$ cat src/rtl/tcf_ram.sv
// generic ram with one write port and one registered read port
`timescale 1ns / 1ps
module tcf_ram #(
	parameter int Width = 8,
	parameter int Depth = 16
) (
	input logic clk,
	input logic we,
	input logic [$clog2(Depth > 1 ? Depth : 2)-1:0] waddr,
	input logic [Width-1:0] wdata,
	input logic [$clog2(Depth > 1 ? Depth : 2)-1:0] raddr,
	output logic [Width-1:0] rdata
);
	logic [Width-1:0] mem [Depth];

	always_ff @(posedge clk) begin
		if (we) begin
			mem[waddr] <= wdata;
		end
		rdata <= mem[raddr];
	end
endmodule

$ cat config.mk
export PLATFORM = sky130hd
export DESIGN_NAME = tcf_ram
export DESIGN_NICKNAME = d
export VERILOG_FILES = /design/src/rtl/tcf_ram.sv
export SDC_FILE = /design/constraint.sdc
export NUM_CORES = 1
export LEC_CHECK = 0
export BUFFER_PORTS_ARGS = -buffer_cell sky130_fd_sc_hd__buf_2
export CAP_MARGIN = 20
export CORE_MARGIN = 8
export CORE_UTILIZATION = 54
export CTS_CLUSTER_DIAMETER = 100
export DETAILED_ROUTE_END_ITERATION = 10
export GPL_TIMING_DRIVEN = 0
export PLACE_DENSITY = 0.78
export SKIP_CTS_REPAIR_TIMING = 1
export SYNTH_ARGS = -nofsm -noshare
export SYNTH_HDL_FRONTEND = slang
export SYNTH_SLANG_ARGS = --single-unit
$ cat constraint.sdc
create_clock -name clk -period 1.8 [get_ports clk]
set_clock_uncertainty 0.05 [all_clocks]
set_input_delay 0.18 -clock clk [delete_from_list [all_inputs] [get_ports clk]]
set_output_delay 0.18 -clock clk [all_outputs]
set_load 0.005 [all_outputs]
==> impl_results.md, run 1 <==
* Adder-cell share of the synthesized area at 0%
* Main combinational cell family by area after synthesis: multiplexers
* Post-synth top area cell: edfxtp_1
* Initial Utilization at 55.7%
* 1st-iter DRT viols at 213
* Synth top area share at 74.7%
* Final Hold Viols at 0
* WL/cell at 23.5 µm
* Post-Route WL at 9810 µm
* Yosys cell types at 19
* Status: finished clean
* Hold slack at 0.0189 ns
* CTS tree: built
* Vias in the first global route at 2536
* Transition time of the tightest slew-check pin at 0.822 ns
* Core Area at 9240 µm²
* Clock Sinks at 136
* Xor/xnor cell area share of the yosys netlist at 0%
* Clock buffer depth at 2
* Synth area leaders: edfxtp_1 (75%), mux4_2 (7.9%), mux4_1 (7.1%)
* RSZ-0062 raised after global routing: false
* Clock transition at the registers of the reported paths at 0.06 ns
* Final setup fails at 0
* Worst slew margin at 45.0%
* Synth Area in Simple Gates at 3.18%
* CTS Buf Count at 17
* Area occupied by multi-input gates at 1060 µm²
* Most common cell after layout, fill and taps aside: edfxtp_1
* Max-cap viol count at 0
* Setup slack at placement at -0.327 ns
* # IOs at 26
* Setup ws final at 0.221 ns
* Register area share after synthesis at 77.8%
* Slew Viols, Final at 0
* Final net count at 294
* Crit path kind: in -> reg
* Total Routing Usage GR at 16.4%
* Clk_lat worst skew at 0.51 ns
* Min Tclk post-route at 1.58 ns
* CP required at 1.96 ns
* Placed instance count at 385
* Tightest Hold Check Type: in -> reg
* Routed via count at 2425
* HPWL after DPL at 6240 µm
* Gp weighted congestion at 0.722
* Worst VDD drop at 0.680 mV
* Final period util at 87.7%
* Fmax at 634 MHz
* Startpoint types: input pin
* Clk root buf: clkbuf_8
* Residual DRC at 0
* WP data arrival at 1.74 ns
* Critical Path Fanout Max at 5
* Share of layout cells above drive strength 1 at 29.8%
* Final antenna-violating net count at 0
* Global-route wire length before repair at 14900 µm
* Mean Syn Cell Area at 22.5 µm²
* Die Wd at 114 µm
* Crit end category: flop
* ANT cells at 0
* Fin cells at 418
* Netlist Area Pre-Place at 5150 µm²
* Drt pass-1 iters at 4
* Pwr dens at 1190 nW/µm²
* I/O Buffers at 24
* Fill cells at 604
* Number of core rows at 35
* Pin count of the biggest net entering global routing at 17
* H-Tree Depth at 4
* Initial antenna violation count at 0
* Post-synthesis mux area share at 15.0%
* Commonest non-fill, non-tap cells in the layout: edfxtp_1 (128), buf_2 (30), mux4_2 (18)
* Yosys warns at 0
* P&R area growth vs syn at 16.9%
* Vias per cell at 5.80
* Static leakage at 2.04 nW
* GR Overflow Total at 0
* Die height at 114 µm
* Sequential cell area at 4000 µm²
* FF+latch count, synth at 136
* Full die area at 12900 µm²
* Synth Area in Compound Gates at 2.33%
* Net Count, Synth at 247
* Synth Instances at 229
==> cell families after synthesis <==
logic type      after synthesis
compound gates               16
buf+inv                      10
flops                       136
mux                          32
simple gates                 35
==> state kept, by name (all words and copies together) (netlist names) <==
register / count
mem: 128
rdata: 8
==> power breakdown <==
| group | switching (mW) | internal, mW | leakage (nW) |
|---|---|---|---|
| sequential | 0.0169 | 3.54 | 1.22 |
| combinational | 0.192 | 0.141 | 0.537 |
| clock | 1.18 | 2.06 | 0.281 |
==> metrics by stage <==
stage	util [%]	total power, mW	TNS [ns]	area (µm²)
after floorplan	-	3.80	0	5150
after global placement	58.8	3.94	-7.56	5430
after detailed placement	58.9	3.96	-4.75	5450
after CTS	65.1	7.16	0	6010
after global routing	65.1	7.33	0	6020
final	65.1	7.13	0	6020
==> worst max-delay path: stages <==
cell and delay [ns]:
buf_2 0.12, or3b_2 0.54, nor3_1 0.61, buf_2 0.30
==> Yosys cell counts <==
master and number:
a22oi_1 16, and2_1 1, and2b_1 1, buf_2 3
buf_4 1, buf_6 3, clkdlybuf4s25_2 3, dfxtp_1 8
edfxtp_1 128, mux4_1 14, mux4_2 18, nand2_1 9
nand2b_1 2, nand3_1 1, nand3b_1 2, nor2_1 13
nor2b_1 1, nor3_1 4, or3b_2 1
==> layout make-up <==
class	count	share of cell area (%)
Sequential cell	136	66.6
Buffer	10	1.44
Multi-Input combinational cell	83	17.6
Clock inverter	9	1.62
Clock buffer	23	7.76
Timing Repair Buffer	28	2.37
Tap cell	129	2.68
==> layer usage <==
| layer | vias to the layer above | share of wire, % | GRT usage, % | wire length, µm |
|---|---|---|---|---|
| li1 | 1067 | - | - | - |
| met1 | 1234 | 42 | 20.6 | 4120 |
| met2 | 111 | 49 | 25.6 | 4780 |
| met3 | 13 | 7.4 | 4.75 | 724 |
| met4 | 0 | 1.9 | 7.99 | 188 |
| met5 | - | 0 | 0 | 0 |
==> worst paths after layout <==
check,start,to,slack (ns),cells past startpoint
hold / removal,wdata[6],mem[6][6],0.02,1
setup / recovery,waddr[2],mem[0][2],0.22,4
hold reg to reg,mem[11][2],rdata[2],0.63,3
setup reg to reg,mem[5][3],rdata[3],0.32,3
(Power assumes the default switching activity.)
==> run 2, diff against run 1 <==
- CELL_PAD_IN_SITES_DETAIL_PLACEMENT: unset -> 0
- CELL_PAD_IN_SITES_GLOBAL_PLACEMENT: unset -> 2
- CORE_UTILIZATION: 54 -> 43
==> impl_results.md, run 2 (same netlist as run 1, synthesis figures left out) <==
* Status: finished clean
* ANT cells at 0 (unchanged)
* Full die area at 15700 µm² (+22%)
* CP required at 1.78 ns (-0.18 ns)
* Crit path kind: in -> reg
* Drt pass-1 iters at 5 (+1)
* Max reg flops at 128 (unchanged)
* Final setup fails at 0 (unchanged)
* GR Layer Usage met1 at 17.1% (-3.5 points)
* CTS tree: built
* Reg2Reg Depth at 3 (unchanged)
* RSZ-0062 raised after global routing: false
* Tightest Hold Check Type: in -> reg
* I/O Buffers at 24 (unchanged)
* Internal Pwr Total at 5.90 mW (+2.6%)
* Fmax at 674 MHz (+6.4%)
* Total Routing Usage GR at 13.0% (-3.4 points)
* Initial Utilization at 43.4% (-12 points)
* Initial antenna violation count at 0 (unchanged)
* Final period util at 82.4% (-5.3 points)
* 1st-iter DRT viols at 325 (+53%)
* Clk root buf: clkbuf_16
* # IOs at 26 (unchanged)
* Number of core rows at 40 (+14%)
* Most common cell after layout, fill and taps aside: edfxtp_1
* Fill cells at 926 (+53%)
* Final net count at 294 (unchanged)
* Clk_lat worst skew at 0.40 ns (-0.11 ns)
* Sw Ratio at 19.6% (+0.19 points)
* Tot Pwr at 7.33 mW (+2.8%)
* Core Area at 11900 µm² (+28%)
* Setup slack at placement at -0.140 ns (+0.187 ns)
* Residual DRC at 0 (unchanged)
* WP data arrival at 1.46 ns (-0.28 ns)
* Transition time of the tightest slew-check pin at 0.798 ns (-0.0244 ns)
* Share of layout cells above drive strength 1 at 30.1% (+0.35 points)
* Met3 Usage GRT at 3.70% (-1.1 points)
* Area occupied by multi-input gates at 1060 µm² (unchanged)
* Pwr dens at 1200 nW/µm² (+1.5%)
* Fin cells at 436 (+4.3%)
* Post-Route WL at 9470 µm (-3.4%)
* GRT Max-Usage Layer: met2
* HPWL after DPL at 6300 µm (+0.91%)
* Slew Viols, Final at 0 (unchanged)
* Clock transition at the registers of the reported paths at 0.06 ns (about the same)
* CTS Buf Count at 17 (unchanged)
* Top flop regs: mem: 128 flops, rdata: 8 flops
* Pin count of the biggest net entering global routing at 17 (unchanged)
* Crit end category: flop
* Psw at 1.44 mW (+3.8%)
* Placed instance count at 404 (+4.9%)
* Vias in the first global route at 2514 (-0.87%)
* Critical Path Fanout Max at 8 (+3)
* Final Hold Viols at 0 (unchanged)
* Sequential cell area at 4000 µm² (unchanged)
* Die height at 125 µm (+10%)
* Logic gate share of total power at 4.5% (-0.2 points)
* GR Overflow Total at 0 (unchanged)
* H-Tree Depth at 4 (unchanged)
* Gp weighted congestion at 0.697 (-3.4%)
* Final Util at 51.4% (-14 points)
* Static leakage at 2.07 nW (+1.2%)
* Worst VDD drop at 0.514 mV (-24%)
* WHS Path Cells at 1 (unchanged)
* Clock buffer depth at 2 (unchanged)
* Top reg by flops: mem
* M2 GR Usage at 19.7% (-5.9 points)
* Clock Sinks at 136 (unchanged)
* Max-cap viol count at 0 (unchanged)
* Critical R2R Launch: mem[5][0]
* Worst slew margin at 46.6% (+1.6 points)
* WL/cell at 21.7 µm (-7.4%)
* Worst setup startpoint: waddr[2]
* Commonest non-fill, non-tap cells in the layout: edfxtp_1 (128), buf_2 (28), clkbuf_16 (22)
* Die Wd at 125 µm (+10%)
* Routed via count at 2341 (-3.5%)
* Startpoint types: input pin
* Final antenna-violating net count at 0 (unchanged)
* Global-route wire length before repair at 14700 µm (-1.8%)
* Min Tclk post-route at 1.48 ns (-0.0954 ns)
* Vias per cell at 5.37 (-7.4%)
* Clk pwr share at 47.0% (+1.6 points)
* P&R area growth vs syn at 18.4%
* Seq pwr share at 48.5% (-1.4 points)
* Worst Min Path Start: wdata[6]
* Setup ws final at 0.317 ns (+0.0954 ns)
run 2: worst max-delay path, cell delays in order:
cell and delay [ns]:
buf_2 0.11, or3b_2 0.53, nor2_1 0.63
run 2: final timing paths:
check / endpoint / slack (ns)
setup / recovery: mem[3][0] / 0.32
setup reg to reg: rdata[0] / 0.35
hold reg to reg: rdata[2] / 0.62
hold / removal: mem[6][6] / 0.11
run 2: power by group through the flow:
stage	combinational (mW)	sequential, mW	clock [mW]
after CTS	0.340	3.56	3.50
after floorplan	0.180	3.62	0
after global placement	0.331	3.62	0
after global routing	0.363	3.56	3.64
after detailed placement	0.339	3.62	0
final	0.333	3.56	3.44
run 2: final cells by class:
type,count,share of cell area (%)
flip-flops and latches,136,65.7
plain buffers,10,1.42
clock inverters,7,0.739
repair buffers,28,2.42
well taps,147,3.02
clock buffers,25,9.38
multi-input cells,83,17.3
run 2: routing by layer:
| layer | up-vias | routed length (µm) |
|---|---|---|
| met1 | 1184 | 4150 |
| met4 | 0 | 160 |
| met3 | 11 | 695 |
| met2 | 77 | 4470 |
| li1 | 1069 | - |
| met5 | - | 0 |
run 2: metrics by stage:
| step | instance area (µm²) | hold slack, ns | setup TNS (ns) |
|---|---|---|---|
| after global placement | 5450 | 0.512 | -10.17 |
| after CTS | 6100 | 0.0953 | 0 |
| final | 6100 | 0.108 | 0 |
| after floorplan | 5150 | 0.229 | 0 |
| after global routing | 6100 | 0.112 | 0 |
| after detailed placement | 5480 | 0.512 | -2.80 |
